`src/sv/assert_macros.svh`:
```
// Assertion helpers used by cba_back.
`ifndef ASSERT_MACROS_SVH
`define ASSERT_MACROS_SVH
`ifndef SYNTHESIS
`define CBA_ASSERT(lbl, clk, rst_n, prop) \
    lbl: assert property (@(posedge clk) disable iff (!rst_n) prop) \
        else $error("cba assertion failed");
`define CBA_NEVER(lbl, clk, rst_n, cond) \
    `CBA_ASSERT(lbl, clk, rst_n, !(cond))
`else
`define CBA_ASSERT(lbl, clk, rst_n, prop)
`define CBA_NEVER(lbl, clk, rst_n, cond)
`endif
`endif

```
`src/sv/cba_pkg.sv`:
```
package cba_pkg;

    localparam int MAX_BLOCKS = 1024;
    localparam int BLK_W      = $clog2(MAX_BLOCKS);
    localparam int CNT_W      = BLK_W + 1;
    localparam int BYTES_W    = 23;
    localparam int LOG2_W     = 5;
    localparam int NEED_W     = 15;
    localparam int SUM_W      = BYTES_W + 1;

    localparam logic [LOG2_W-1:0] BS_LOG2_MIN   = LOG2_W'(9);
    localparam logic [LOG2_W-1:0] BS_LOG2_MAX   = LOG2_W'(16);
    localparam logic [LOG2_W-1:0] BS_LOG2_RESET = LOG2_W'(12);

    // A link at or above this value ends a chain.
    localparam logic [CNT_W-1:0] END_LINK    = CNT_W'(MAX_BLOCKS);
    localparam logic [CNT_W-1:0] LIMIT_RESET = CNT_W'(MAX_BLOCKS);

    localparam int CFG_IDX_W  = 1;
    localparam int CFG_DATA_W = 11;

    localparam int Q_DEPTH = 2;
    localparam int Q_PTR_W = $clog2(Q_DEPTH);
    localparam int Q_CNT_W = $clog2(Q_DEPTH + 1);

    typedef enum logic [CFG_IDX_W-1:0] {
        CFG_BLOCK_SIZE_LOG2 = 1'b0,
        CFG_BLOCKS_LIMIT    = 1'b1
    } cfg_index_t;

    typedef enum logic [1:0] {
        ST_OK       = 2'd0,
        ST_NO_SPACE = 2'd1,
        ST_BAD_HEAD = 2'd2
    } status_t;

    typedef enum logic [1:0] {
        OP_NONE  = 2'd0,
        OP_ALLOC = 2'd1,
        OP_FREE  = 2'd2
    } op_kind_t;

    typedef struct packed {
        op_kind_t          kind;
        logic [NEED_W-1:0] need;
        logic [BLK_W-1:0]  head;
    } op_t;

    typedef struct packed {
        logic valid;
        op_t  op;
    } op_word_t;

    typedef enum logic [2:0] {
        B_CLEAR = 3'd0,
        B_IDLE  = 3'd1,
        B_SCAN  = 3'd2,
        B_TERM  = 3'd3,
        B_WALK  = 3'd4,
        B_DONE  = 3'd5
    } back_state_t;

endpackage

```
`src/sv/cba_if.sv`:
```
interface cba_req_if import cba_pkg::*; ();
    logic               valid;
    logic               ready;
    logic               cmd;
    logic [BYTES_W-1:0] byte_count;
    logic [BLK_W-1:0]   head_block;

    modport source (output valid, cmd, byte_count, head_block, input ready);
    modport sink   (input valid, cmd, byte_count, head_block, output ready);
endinterface


```
`src/sv/cba_front.sv`:
```
module cba_front import cba_pkg::*;
(
    cba_req_if.sink          req,
    input  logic [LOG2_W-1:0] block_size_log2,
    input  logic              accept_en,
    input  logic              full,
    output op_word_t          push
);

    logic [LOG2_W-1:0] lg;
    logic [SUM_W-1:0]  mask;
    logic [SUM_W-1:0]  sum;
    logic [SUM_W-1:0]  blocks;

    always_comb
    begin
        if (block_size_log2 < BS_LOG2_MIN)
        begin
            lg = BS_LOG2_MIN;
        end
        else if (block_size_log2 > BS_LOG2_MAX)
        begin
            lg = BS_LOG2_MAX;
        end
        else
        begin
            lg = block_size_log2;
        end
    end

    // Round the byte count up to whole blocks.
    assign mask   = (SUM_W'(1) << lg) - SUM_W'(1);
    assign sum    = {1'b0, req.byte_count} + mask;
    assign blocks = sum >> lg;

    assign req.ready = accept_en && !full;

    always_comb
    begin
        push.valid   = req.valid && req.ready;
        push.op.need = blocks[NEED_W-1:0];
        push.op.head = req.head_block;
        if (req.cmd)
        begin
            push.op.kind = OP_FREE;
        end
        else if (req.byte_count == '0)
        begin
            push.op.kind = OP_NONE;
        end
        else
        begin
            push.op.kind = OP_ALLOC;
        end
    end

endmodule

```
`src/flat_wrapper.sv`:
```
// flat-port wrapper written by rule: the top's interface ports become plain ports
module cba_front_flat import cba_pkg::*;
  (block_size_log2, accept_en, full, push, req_valid, req_cmd, req_byte_count, req_head_block, req_ready);
  cba_req_if req_i ();
  input  logic [LOG2_W-1:0] block_size_log2;
  input  logic accept_en;
  input  logic full;
  output op_word_t push;
  input wire logic [$bits(req_i.valid)-1:0] req_valid;
  input wire logic [$bits(req_i.cmd)-1:0] req_cmd;
  input wire logic [$bits(req_i.byte_count)-1:0] req_byte_count;
  input wire logic [$bits(req_i.head_block)-1:0] req_head_block;
  output wire logic [$bits(req_i.ready)-1:0] req_ready;
  assign req_i.valid = req_valid;
  assign req_i.cmd = req_cmd;
  assign req_i.byte_count = req_byte_count;
  assign req_i.head_block = req_head_block;
  assign req_ready = req_i.ready;
  cba_front u_core (.req(req_i), .block_size_log2(block_size_log2), .accept_en(accept_en), .full(full), .push(push));
endmodule
```
`config.mk`:
```
export PLATFORM = sky130hd
export DESIGN_NAME = cba_front_flat
export DESIGN_NICKNAME = d
export VERILOG_FILES = /design/src/sv/assert_macros.svh /design/src/sv/cba_pkg.sv /design/src/sv/cba_if.sv /design/src/sv/cba_front.sv /design/src/flat_wrapper.sv
export SDC_FILE = /design/constraint.sdc
export NUM_CORES = 1
export LEC_CHECK = 0
export BUFFER_PORTS_ARGS = -buffer_cell sky130_fd_sc_hd__buf_2
export CAP_MARGIN = 20
export CELL_PAD_IN_SITES_DETAIL_PLACEMENT = 0
export CELL_PAD_IN_SITES_GLOBAL_PLACEMENT = 1
export CORE_MARGIN = 2
export CORE_UTILIZATION = 25
export DETAILED_ROUTE_END_ITERATION = 8
export GPL_TIMING_DRIVEN = 0
export PLACE_DENSITY = 0.59
export SLEW_MARGIN = 20
export SYNTH_ARGS = -nofsm -noshare
export SYNTH_HDL_FRONTEND = slang
export SYNTH_SLANG_ARGS = --single-unit
```
`constraint.sdc`:
```
create_clock -name vclk -period 12.8
set_clock_uncertainty 0.2 [all_clocks]
set_input_delay 1.28 -clock vclk [all_inputs]
set_output_delay 1.28 -clock vclk [all_outputs]
set_load 0.03 [all_outputs]
```
======== Word-level counts from Yosys, hierarchy flattened ========
Index checks and enable logic that the tools add are counted.
Widths: inputs -> output; s select.
storage, ports and cells
  output and inout bits ................... 29
  logic and storage cells ................. 14
  register bits ........................... 0
  input bits .............................. 42
cells by class
  shift operators ......................... 2
  reduce and logical (&&, ||, !) cells .... 4
  $add $sub $neg .......................... 2
  mux-type cells .......................... 4
  order comparisons ....................... 2
operators with widths
  kind                   number
  $add 23x24->24         1
  $shl 1x5->24 const A   1
  $shr 24x5->15          1
  $sub 24x2->24 const B  1
  $logic_not 23->1       1
  $mux 5                 2
  $gt 5x5->1 const B     1
  $lt 5x4->1 const B     1
  $logic_and 1x1->1      2
  $mux 2                 1
  $logic_not 1->1        1
  $mux 1                 1

======== Depth between registers and ports, before layout ========
  word-level depth ........................ 7
  gate-level depth with buffers ........... 19

======== Least setup slack after synthesis ========
OpenSTA, ideal clock, no wires.
  path kind ............................... in2out
  start point ............................. input block_size_log2[3]
  end point ............................... output push[15] in the netlist's numbering
  path slack .............................. 6.394 ns
  data required time ...................... 11.320 ns
  arrival ................................. 4.926 ns
  cell stages on the path ................. 16
  cells stage by stage .................... buf_2 -> o21ai_0 -> o21ai_2 -> nor2_1 -> nand2_1 -> ha_1 -> inv_1 -> ha_1 -> a21o_1 -> a31o_1 -> mux2i_1 -> o311ai_0 -> or3b_2 -> o211ai_1 -> a21oi_1 -> o21ai_0
RTL lines
  element             RTL line           text
  start: declaration  flat_wrapper.sv:5  input logic [LOG2_W-1:0] block_size_log2;
  end: declaration    flat_wrapper.sv:8  output op_word_t push;

==> results.ini <==
[final_layout]
fin_cells=567
regArea_um2=0
seq_cells=0
fin_nets=528
synthToLayoutAreaGrowth_pct=21.61
final_layout_size_suffix_gt1_frac=0.1918
diodes=0
clock_buffers=0
utilization=0.3132

[timing]
worst_slack_ns=5.666
min_period_ns=7.134
setup_viol=0
drv_slew=0
final.period_utilization=0.5573
slew_headroom=0.5233
hold_viol=0
grt_setup_unrepaired=false
max_freq_mhz=140.2
fin_setup_tns_ns=0
tightest_slew_ns=0.7124

[power]
ir_worst_vdd_v=0.00001840
powerDensity_nw_per_um2=73.70
power.leakage_nw=1.501

[placed_design]
gp_congestion=0.8663
dp_cells=567
dp_hpwl_um=6263
post-place-ws_ns=5.702
port_buffers=60

[logic_synthesis]
synth_area_um2=2380
avgSynthCellArea_um2=6.538
ys_seq_area_frac=0
yosys_warnings=0
yosys.cell_types.count=58
netlist_instances=364

[die]
die_area_um2=10320
rows=35
die_w_um=101.6
initial_core_util=0.2575
coreArea_um2=9240
dieHeight_um=101.6
io_pins=71

[hold_path]
hp-class=in2out
worstHoldStart=req_head_block[5]
hold_depth=2

[critical_path]
cp.depth=20
path_cells=buf_2, o21ai_0, nor2_1, nor2_1, nor2_1, inv_1, ha_1, inv_1, ha_1, clkbuf_1, nand2_1, o21ai_1, nor3_1, o21a_1, nor3_1, mux2i_1, a22oi_2, a311oi_1, a21oi_1, buf_2
critPathLaunch=block_size_log2[1]
path_common_cell=nor2_1
crit_buf_inv=5
crit_path_end_kind=primary output
cpPeakStageDelay_ns=0.55
critPathArrivalTime_ns=5.65
crit_type=in2out
critPathTopFamily=simple AND/OR/NAND/NOR gates
critPathMaxFanout=7
slowest_stage=nor2_1
cp.required_ns=11.32
critPathLaunchType=primary input

[routing]
drc_errors=0
ant_nets=0
drt-initial-drc-count=105
vias_per_cell=4.730
vias=2682
firstDrtPassIters=4
wirelength_um=7199
wire_per_inst_um=12.70

[clock_tree]
cts.repair.resized=0
hold_buffers=0
post_cts_buffers=0

[grt]
grt_overflow=0
grtUsageTotal=0.1363
antenna_found_initial=0
grt_pass1_vias=2511
grt_pass1_wl_um=11660
grt_max_degree=11

[run]
cap_violations=0

[run_status]
status=complete, no violations

## synthesized netlist by cell type (all sizes together) (2+ instances only)
master | count | area, um2
a211oi | 8 | 82.58
a21o | 3 | 22.52
a21oi | 21 | 105.1
a22oi | 6 | 50.05
a31oi | 4 | 25.02
a32oi | 2 | 17.52
and2 | 3 | 18.77
and3 | 3 | 18.77
buf | 13 | 92.59
clkbuf | 7 | 26.28
ha | 45 | 563.0
inv | 75 | 281.5
mux2i | 6 | 72.57
nand2 | 30 | 112.6
nand2b | 2 | 12.51
nand3 | 9 | 45.04
nand4 | 2 | 12.51
nor2 | 29 | 108.9
nor2b | 3 | 18.77
nor3 | 13 | 65.06
nor4 | 5 | 31.28
o211ai | 5 | 37.54
o21a | 3 | 22.52
o21ai | 20 | 103.9
o21bai | 2 | 15.01
o221ai | 6 | 52.55
o22ai | 4 | 25.02
o311ai | 3 | 26.28
o31a | 2 | 17.52
o41ai | 2 | 25.03
xnor2 | 6 | 52.55
xor2 | 7 | 68.82
## per-layer routing
layer / share of wire / GRT usage / vias up
li1: - / - / 1402
met1: 0.48 / 0.1873 / 1185
met2: 0.46 / 0.2419 / 89
met3: 0.053 / 0.007591 / 6
met4: 0.0063 / 0.01455 / 0
met5: 0 / 0 / -
## cells by family after synthesis
| kind of cell | count (synthesis) | share of synthesized area |
|---|---|---|
| and+or+nand+nor | 102 | 0.1972 |
| AOI/OAI and AO/OA | 100 | 0.2971 |
| muxes | 7 | 0.03996 |
| xor gates and xnor gates | 13 | 0.05100 |
| adders and majority gates | 46 | 0.2450 |
| buffers and inverters | 95 | 0.1682 |
| other | 1 | 0.001576 |
## per-stage QoR
step / area, um2 / total power (W) / hold slack [ns]
6_report: 2894 / 0.0002133 / 2.610
5_1_grt: 2894 / 0.0002371 / 2.615
4_1_cts: 2894 / 0.0002138 / 2.611
3_5_place_dp: 2894 / 0.0002128 / 2.611
3_3_place_gp: 2894 / 0.0002139 / 2.612
2_1_floorplan: 2432 / 0.0001583 / 2.469
## area by class of cell
class / count / area [um2]
Inverter: 75 / 281.5
Timing Repair Buffer: 60 / 300.3
Fill cell: 1069 / 6346
Tap cell: 129 / 161.4
Buffer: 20 / 118.9
Multi-Input combinational cell: 283 / 2032
## layout by cell type (no fill, tap or decap), types with 4 or more instances in the layout
cell type	n
a22oi_1	5
nor4_1	5
xnor2_1	6
nand3_1	9
nand2_1	30
mux2i_1	5
nor2_1	29
clkbuf_1	7
o21ai_0	16
buf_4	11
ha_1	45
a31oi_1	4
inv_1	74
conb_1	15
o221ai_1	6
o22ai_1	4
xor2_1	6
a21oi_1	21
buf_2	62
nor3_1	13
o211ai_1	5
a211oi_1	5
## worst paths after layout
path,slack [ns],to
worst max-delay path,5.67,push[11]
worst min-delay path,2.61,push[5]
## report_power, final
part           internal [W]  switching [W]  total, W
Combinational     0.0000761       0.000137  0.000213
Sequential                0              0         0
Clock                     0              0         0
Total             0.0000761       0.000137  0.000213
Power figures use the tool's default switching activity.
