$ cat src/sv/assert_macros.svh
// Assertion helpers used by cba_back.
`ifndef ASSERT_MACROS_SVH
`define ASSERT_MACROS_SVH
`ifndef SYNTHESIS
`define CBA_ASSERT(lbl, clk, rst_n, prop) \
    lbl: assert property (@(posedge clk) disable iff (!rst_n) prop) \
        else $error("cba assertion failed");
`define CBA_NEVER(lbl, clk, rst_n, cond) \
    `CBA_ASSERT(lbl, clk, rst_n, !(cond))
`else
`define CBA_ASSERT(lbl, clk, rst_n, prop)
`define CBA_NEVER(lbl, clk, rst_n, cond)
`endif
`endif

$ cat src/sv/cba_pkg.sv
package cba_pkg;

    localparam int MAX_BLOCKS = 1024;
    localparam int BLK_W      = $clog2(MAX_BLOCKS);
    localparam int CNT_W      = BLK_W + 1;
    localparam int BYTES_W    = 23;
    localparam int LOG2_W     = 5;
    localparam int NEED_W     = 15;
    localparam int SUM_W      = BYTES_W + 1;

    localparam logic [LOG2_W-1:0] BS_LOG2_MIN   = LOG2_W'(9);
    localparam logic [LOG2_W-1:0] BS_LOG2_MAX   = LOG2_W'(16);
    localparam logic [LOG2_W-1:0] BS_LOG2_RESET = LOG2_W'(12);

    // A link at or above this value ends a chain.
    localparam logic [CNT_W-1:0] END_LINK    = CNT_W'(MAX_BLOCKS);
    localparam logic [CNT_W-1:0] LIMIT_RESET = CNT_W'(MAX_BLOCKS);

    localparam int CFG_IDX_W  = 1;
    localparam int CFG_DATA_W = 11;

    localparam int Q_DEPTH = 2;
    localparam int Q_PTR_W = $clog2(Q_DEPTH);
    localparam int Q_CNT_W = $clog2(Q_DEPTH + 1);

    typedef enum logic [CFG_IDX_W-1:0] {
        CFG_BLOCK_SIZE_LOG2 = 1'b0,
        CFG_BLOCKS_LIMIT    = 1'b1
    } cfg_index_t;

    typedef enum logic [1:0] {
        ST_OK       = 2'd0,
        ST_NO_SPACE = 2'd1,
        ST_BAD_HEAD = 2'd2
    } status_t;

    typedef enum logic [1:0] {
        OP_NONE  = 2'd0,
        OP_ALLOC = 2'd1,
        OP_FREE  = 2'd2
    } op_kind_t;

    typedef struct packed {
        op_kind_t          kind;
        logic [NEED_W-1:0] need;
        logic [BLK_W-1:0]  head;
    } op_t;

    typedef struct packed {
        logic valid;
        op_t  op;
    } op_word_t;

    typedef enum logic [2:0] {
        B_CLEAR = 3'd0,
        B_IDLE  = 3'd1,
        B_SCAN  = 3'd2,
        B_TERM  = 3'd3,
        B_WALK  = 3'd4,
        B_DONE  = 3'd5
    } back_state_t;

endpackage

$ cat src/sv/cba_queue.sv
module cba_queue import cba_pkg::*;
(
    input  logic     clk,
    input  logic     rst_n,
    input  op_word_t push,
    input  logic     pop,
    output op_word_t head,
    output logic     full
);

    op_t                entries_reg [Q_DEPTH];
    logic [Q_PTR_W-1:0] wr_ptr_reg, wr_ptr_next;
    logic [Q_PTR_W-1:0] rd_ptr_reg, rd_ptr_next;
    logic [Q_CNT_W-1:0] cnt_reg, cnt_next;
    logic               do_pop;

    assign do_pop = pop && (cnt_reg != '0);

    always_comb
    begin
        wr_ptr_next = wr_ptr_reg;
        rd_ptr_next = rd_ptr_reg;
        cnt_next    = cnt_reg;
        if (push.valid)
        begin
            wr_ptr_next = (wr_ptr_reg == Q_PTR_W'(Q_DEPTH - 1)) ? '0 : wr_ptr_reg + 1'b1;
        end
        if (do_pop)
        begin
            rd_ptr_next = (rd_ptr_reg == Q_PTR_W'(Q_DEPTH - 1)) ? '0 : rd_ptr_reg + 1'b1;
        end
        if (push.valid && !do_pop)
        begin
            cnt_next = cnt_reg + 1'b1;
        end
        else if (!push.valid && do_pop)
        begin
            cnt_next = cnt_reg - 1'b1;
        end
    end

    always_ff @(posedge clk or negedge rst_n)
    begin
        if (!rst_n)
        begin
            wr_ptr_reg <= '0;
            rd_ptr_reg <= '0;
            cnt_reg    <= '0;
        end
        else
        begin
            wr_ptr_reg <= wr_ptr_next;
            rd_ptr_reg <= rd_ptr_next;
            cnt_reg    <= cnt_next;
        end
    end

    always_ff @(posedge clk)
    begin
        if (push.valid)
        begin
            entries_reg[wr_ptr_reg] <= push.op;
        end
    end

    assign head.valid = (cnt_reg != '0);
    assign head.op    = entries_reg[rd_ptr_reg];
    assign full       = (cnt_reg == Q_CNT_W'(Q_DEPTH));

endmodule

$ cat config.mk
export PLATFORM = sky130hd
export DESIGN_NAME = cba_queue
export DESIGN_NICKNAME = d
export VERILOG_FILES = /design/src/sv/assert_macros.svh /design/src/sv/cba_pkg.sv /design/src/sv/cba_queue.sv
export SDC_FILE = /design/constraint.sdc
export NUM_CORES = 1
export LEC_CHECK = 0
export ABC_AREA = 1
export BUFFER_PORTS_ARGS = -buffer_cell sky130_fd_sc_hd__buf_2
export CAP_MARGIN = 20
export CORE_MARGIN = 5
export CORE_UTILIZATION = 51
export CTS_CLUSTER_DIAMETER = 200
export DETAILED_ROUTE_END_ITERATION = 8
export HOLD_SLACK_MARGIN = 0.03
export PLACE_DENSITY = 0.74
export SETUP_SLACK_MARGIN = 0.4
export SLEW_MARGIN = 10
export SYNTH_ARGS = -nofsm -noshare
export SYNTH_HDL_FRONTEND = slang
export SYNTH_SLANG_ARGS = --single-unit
$ cat constraint.sdc
create_clock -name clk -period 2.8 [get_ports clk]
set_input_delay 0 -clock clk [delete_from_list [all_inputs] [get_ports clk]]
set_output_delay 0 -clock clk [all_outputs]
set_load 0.03 [all_outputs]
Word level (Yosys, flattened, before mapping)
Memory sizes are Yosys's and may differ from the RTL's.
Cells that the tools add are included.
{ "classes": {"n_eq_ne": 1, "n_mux": 6, "addsub": 4, "n_reduce_logical": 7} }
{ "op_table": {"columns": ["cell", "count"], "rows": [
  ["two-way mux 1 bit", 4],
  ["two-way mux 2 bit", 2],
  ["nonzero test 2 bit", 2],
  ["logical AND 1 bit", 3],
  ["adder 1 bit (second input constant)", 2],
  ["adder 2 x 1 -> 2 bit (second input constant)", 1],
  ["equality test 2 bit (second input constant)", 1],
  ["logical NOT 1 bit", 2],
  ["subtractor 2 x 1 -> 2 bit (second input constant)", 1]
]} }
{ "totals": {"word_cells": 22, "input_bits": 31, "output_inout_bits": 29, "mem_bits_rw": 54, "mem_count": 1, "regBits": 4} }
{ "memory_table": {"columns": ["name", "words", "width", "rd", "rd_clocked_by_memory_dff", "write_ports", "line_no", "source"], "rows": [
  ["entries_reg", 2, 27, 1, 0, 1, "cba_queue.sv:11", "op_t entries_reg [Q_DEPTH];"]
]} }

Logic depth before layout (Yosys ltp)
{ "logic_depth": {"word_depth": 5, "depth_mapped": 9, "mapped_depth_nobuf": 9} }

Worst setup path after synthesis
Ideal clock, no wire load.
{ "synth_path": {"path_kind": "reg2reg", "start": "register wr_ptr_reg", "end": "memory entries_reg[0][0] in the netlist's numbering, enable pin", "setup_ps": 411, "setup_slack_ps": 830, "arrival_time_ps": 1558, "period_less_slack_ps": 1970, "t_required_ps": 2389, "path_buffers": 0, "path_stages_with_launch": 2, "cell_sequence": "dfrtp_1 nor2_1"} }
{ "synth_rtl": {"columns": ["element", "line_no", "source"], "rows": [
  ["start, declared", "cba_queue.sv:12", "logic [Q_PTR_W-1:0] wr_ptr_reg, wr_ptr_next;"],
  ["start signal, assigned", "cba_queue.sv:52", "wr_ptr_reg <= wr_ptr_next;"],
  ["end, declared", "cba_queue.sv:11", null]
]} }
Straight into the memory's write port.

Worst setup path in the final report
{ "layout_path": {"start": "register wr_ptr_reg", "end": "memory entries_reg[0][26] in the netlist's numbering, enable pin"} }
Straight into the memory's write port.

==> out/summary.md <==
The filler cells instantiated in the layout total 306. The overall die width is 75.8 µm. Final net count: 299. Using the TritonRoute via totals, the vias-per-cell ratio works out to 4.58. Entering global routing, the biggest net connects 29 pins.

Clock latency at the later pin of the worst-skew pair: 320 ps. IR analysis of the VDD net gives a maximum drop of 0.000736 V. Count of yosys warnings during synthesis: 0.

Summed over all cells, the static leakage comes to 0.00135 µW. The total clock buffers created by CTS was 9; the number of buffer cells added on primary ports was 59. The final hold violation count was 0; the final period utilization was 58.2%. The post-route minimum period came out at 1630 ps. Category of the worst setup path capture point: a register.

After detailed routing, the number of remaining DRC violations is 0. Row generation in the floorplan step produced 24 rows. CTS placed an instance of clkbuf_8 at the clock tree root. The worst reg-to-reg path cell count is 2. The detail route stage leaves a number of antenna-violating nets equal to 0.

Leaving out fill and tap cells, the most frequent cells in the layout are 87 x nand2_1, 59 x buf_2, 54 x edfxtp_1. For the unique cell type count in the Yosys netlist, the log shows 14. The overall track demand over capacity in global routing came out at 15.9%.

Setup violations remaining at the end of the flow were counted as 0. The tools report the total half-perimeter wirelength after legalization and detailed placement as 2.61 mm. The first global-routing pass estimated 6.35 mm of wire. Sorting the synthesized cells by area gives the leading types as edfxtp_1 73%, nand2_1 15%, dfrtp_1 4.5%. The flow ran to the end, and the final reports show no timing, DRC or antenna violations. The number of antenna violations at the first check in global routing was 0; the number of flip-flops in the largest register was 54. The core region is 4290 µm². In this run, synthesis produced a sequential element count of 58.

Once the clock tree was built, the resizer swapped 0 gates to a different size. In this run the cell area of the synthesized design comes to 2210 µm². The repair_antennas step left the layout with diodes totalling 0.

In this run the power density over the cells is 1040 nW/µm². After the first detailed-routing iteration, the DRC count stood at 66. The worst hold path passes through 2 cells. For the total number of H-tree levels, the log shows 3. Setup repair after global routing left no endpoint under its margin.

The run gives 168 as the number of instances in the synthesized netlist. STA puts the critical path data arrival time at 1640 ps. The per-cell routed wire length is 13.0 µm. Setup slack on the critical path of the routed design comes to 1170 ps. The library cell used most frequently in the layout, excluding fill and tap cells, is nand2_1. STA puts the critical path data required time at 2810 ps.

Between clock sinks in the finished design, the worst skew comes to 3.14 ps. Summed over all instances, the cell type with the most area after synthesis is edfxtp_1. The tools report the die footprint as 5750 µm².

TritonCTS built the clock tree. The sequential cell area fraction in the yosys report is 77.9%, and the actual transition at the worst max-transition pin is 674 ps. Along the worst path, the maximum fanout reaches 14. In this run the tightest slew margin relative to its limit is 55.0%. 60 I/O pins were placed.

The buffer depth of the longest clock path is 2. The number of optimization iterations in the first detailed-route pass was 4. For the residual overflow from global routing, the log shows 0.

The number of nets in the synthesized netlist is 200. The tool flagged a number of max-cap violations equal to 0. The path class of the lowest-slack min-delay path was input pin to register. The per-instance average area after synthesis is 13.2 µm², and the last weighted congestion value of the routability-driven placer is 0.722. The area added between synthesis and finish is 36.9%, and the via count of the first global-routing pass is 1435. The tools report the element type at the critical path start as a register. After clock tree synthesis, the clock-pin slew on the worst setup and hold paths is 60 ps. The tools report the number of sinks driven by the clock tree as 58. Summed over its instances, the top area cell type makes up 73.3% of the synthesized netlist area. The fraction of layout cells with a size suffix above 1 is 29.4%.

OpenSTA, run right after detailed placement, puts the worst setup slack at 1140 ps. Summed over all layers, the routed wires come to 4.21 mm. By startpoint and endpoint, the worst setup path is classified as register to register.

The routed layout has 1484 vias. The tools report the number of max-slew violations in the final report as 0. After routing, the total negative slack on setup checks comes to 0 ps.

The initial standard-cell utilization of the core is 51.5%. The highest clock rate was 614 MHz; the floorplan die height was 75.8 µm.
[what timing repair did]
action,4_1_cts,5_1_grt
hold endpoints to repair,60,0
setup buffers,0,0
hold buffers,31,0
setup endpoints to repair,0,0
[cells in the mapped netlist]
cell,count
nand2_2,3
edfxtp_1,54
nand3_1,2
nand2_1,87
ha_1,1
xnor2_1,1
xor2_1,1
buf_8,2
nor2_1,2
dfrtp_1,4
buf_6,3
inv_2,1
inv_1,6
nand4_1,1
[area by class of cell]
| class | instances | area [µm²] | area share, % |
|---|---|---|---|
| clock inverters | 7 | 60.1 | 1.98 |
| flip-flops and latches | 58 | 1720 | 56.9 |
| repair buffers | 93 | 628 | 20.8 |
| well taps | 52 | 65.1 | 2.15 |
| inverters | 7 | 26.3 | 0.868 |
| clock buffers | 9 | 124 | 4.09 |
| multi-input cells | 98 | 402 | 13.3 |
[logic make-up after synthesis]
group | count (synthesis) | synth area share, %
simple gates | 95 | 16.7
xor+xnor | 2 | 0.792
fa+ha+maj | 1 | 0.566
flops | 58 | 77.9
buf+inv | 12 | 4.07
[metrics by stage]
| step | hold slack (ps) | power, µW | std cells | cell area (µm²) | util, % |
|---|---|---|---|---|---|
| 2_1_floorplan | -296 | 2150 | 168 | 2210 | - |
| 3_3_place_gp | -188 | 2410 | 277 | 2530 | 59.0 |
| 3_5_place_dp | -184 | 2440 | 277 | 2530 | 59.0 |
| 4_1_cts | 379 | 3180 | 324 | 3030 | 70.5 |
| 5_1_grt | 389 | 3320 | 324 | 3030 | 70.5 |
| 6_report | 397 | 3140 | 324 | 3030 | 70.5 |
[power breakdown]
part	total, µW	switching (µW)	internal, µW	leakage (µW)
Clock	696	297	399	0.0000955
Combinational	1230	899	328	0.000705
Sequential	1210	55.9	1160	0.000554
[path summary, 6_finish.rpt]
check	slack [ps]	start	end
setup / recovery	1170	wr_ptr_reg	entries_reg[0][26]
hold / removal	400	push[9]	entries_reg[1][9]
setup reg to reg	1170	wr_ptr_reg	entries_reg[0][26]
hold reg to reg	490	cnt_reg[1]	cnt_reg[1]
max in group asynchronous	2020	rst_n	cnt_reg[0]
min in group asynchronous	590	rst_n	cnt_reg[1]
[per-layer routing]
| layer | vias up | share of wire (%) | wire length (µm) | global-route usage (%) |
|---|---|---|---|---|
| met1 | 680 | 39 | 1640 | 17.2 |
| met5 | - | 0 | 0 | 0 |
| met3 | 9 | 5.8 | 245 | 4.22 |
| met2 | 39 | 53 | 2220 | 27.1 |
| met4 | 0 | 2.5 | 105 | 10.5 |
| li1 | 756 | - | - | - |
[critical path, stage by stage, from the launching register on]
cell and delay (ps):
dfrtp_1 410, nor2_2 560, buf_4 350
Note: power is estimated with default switching activity, not from simulation.
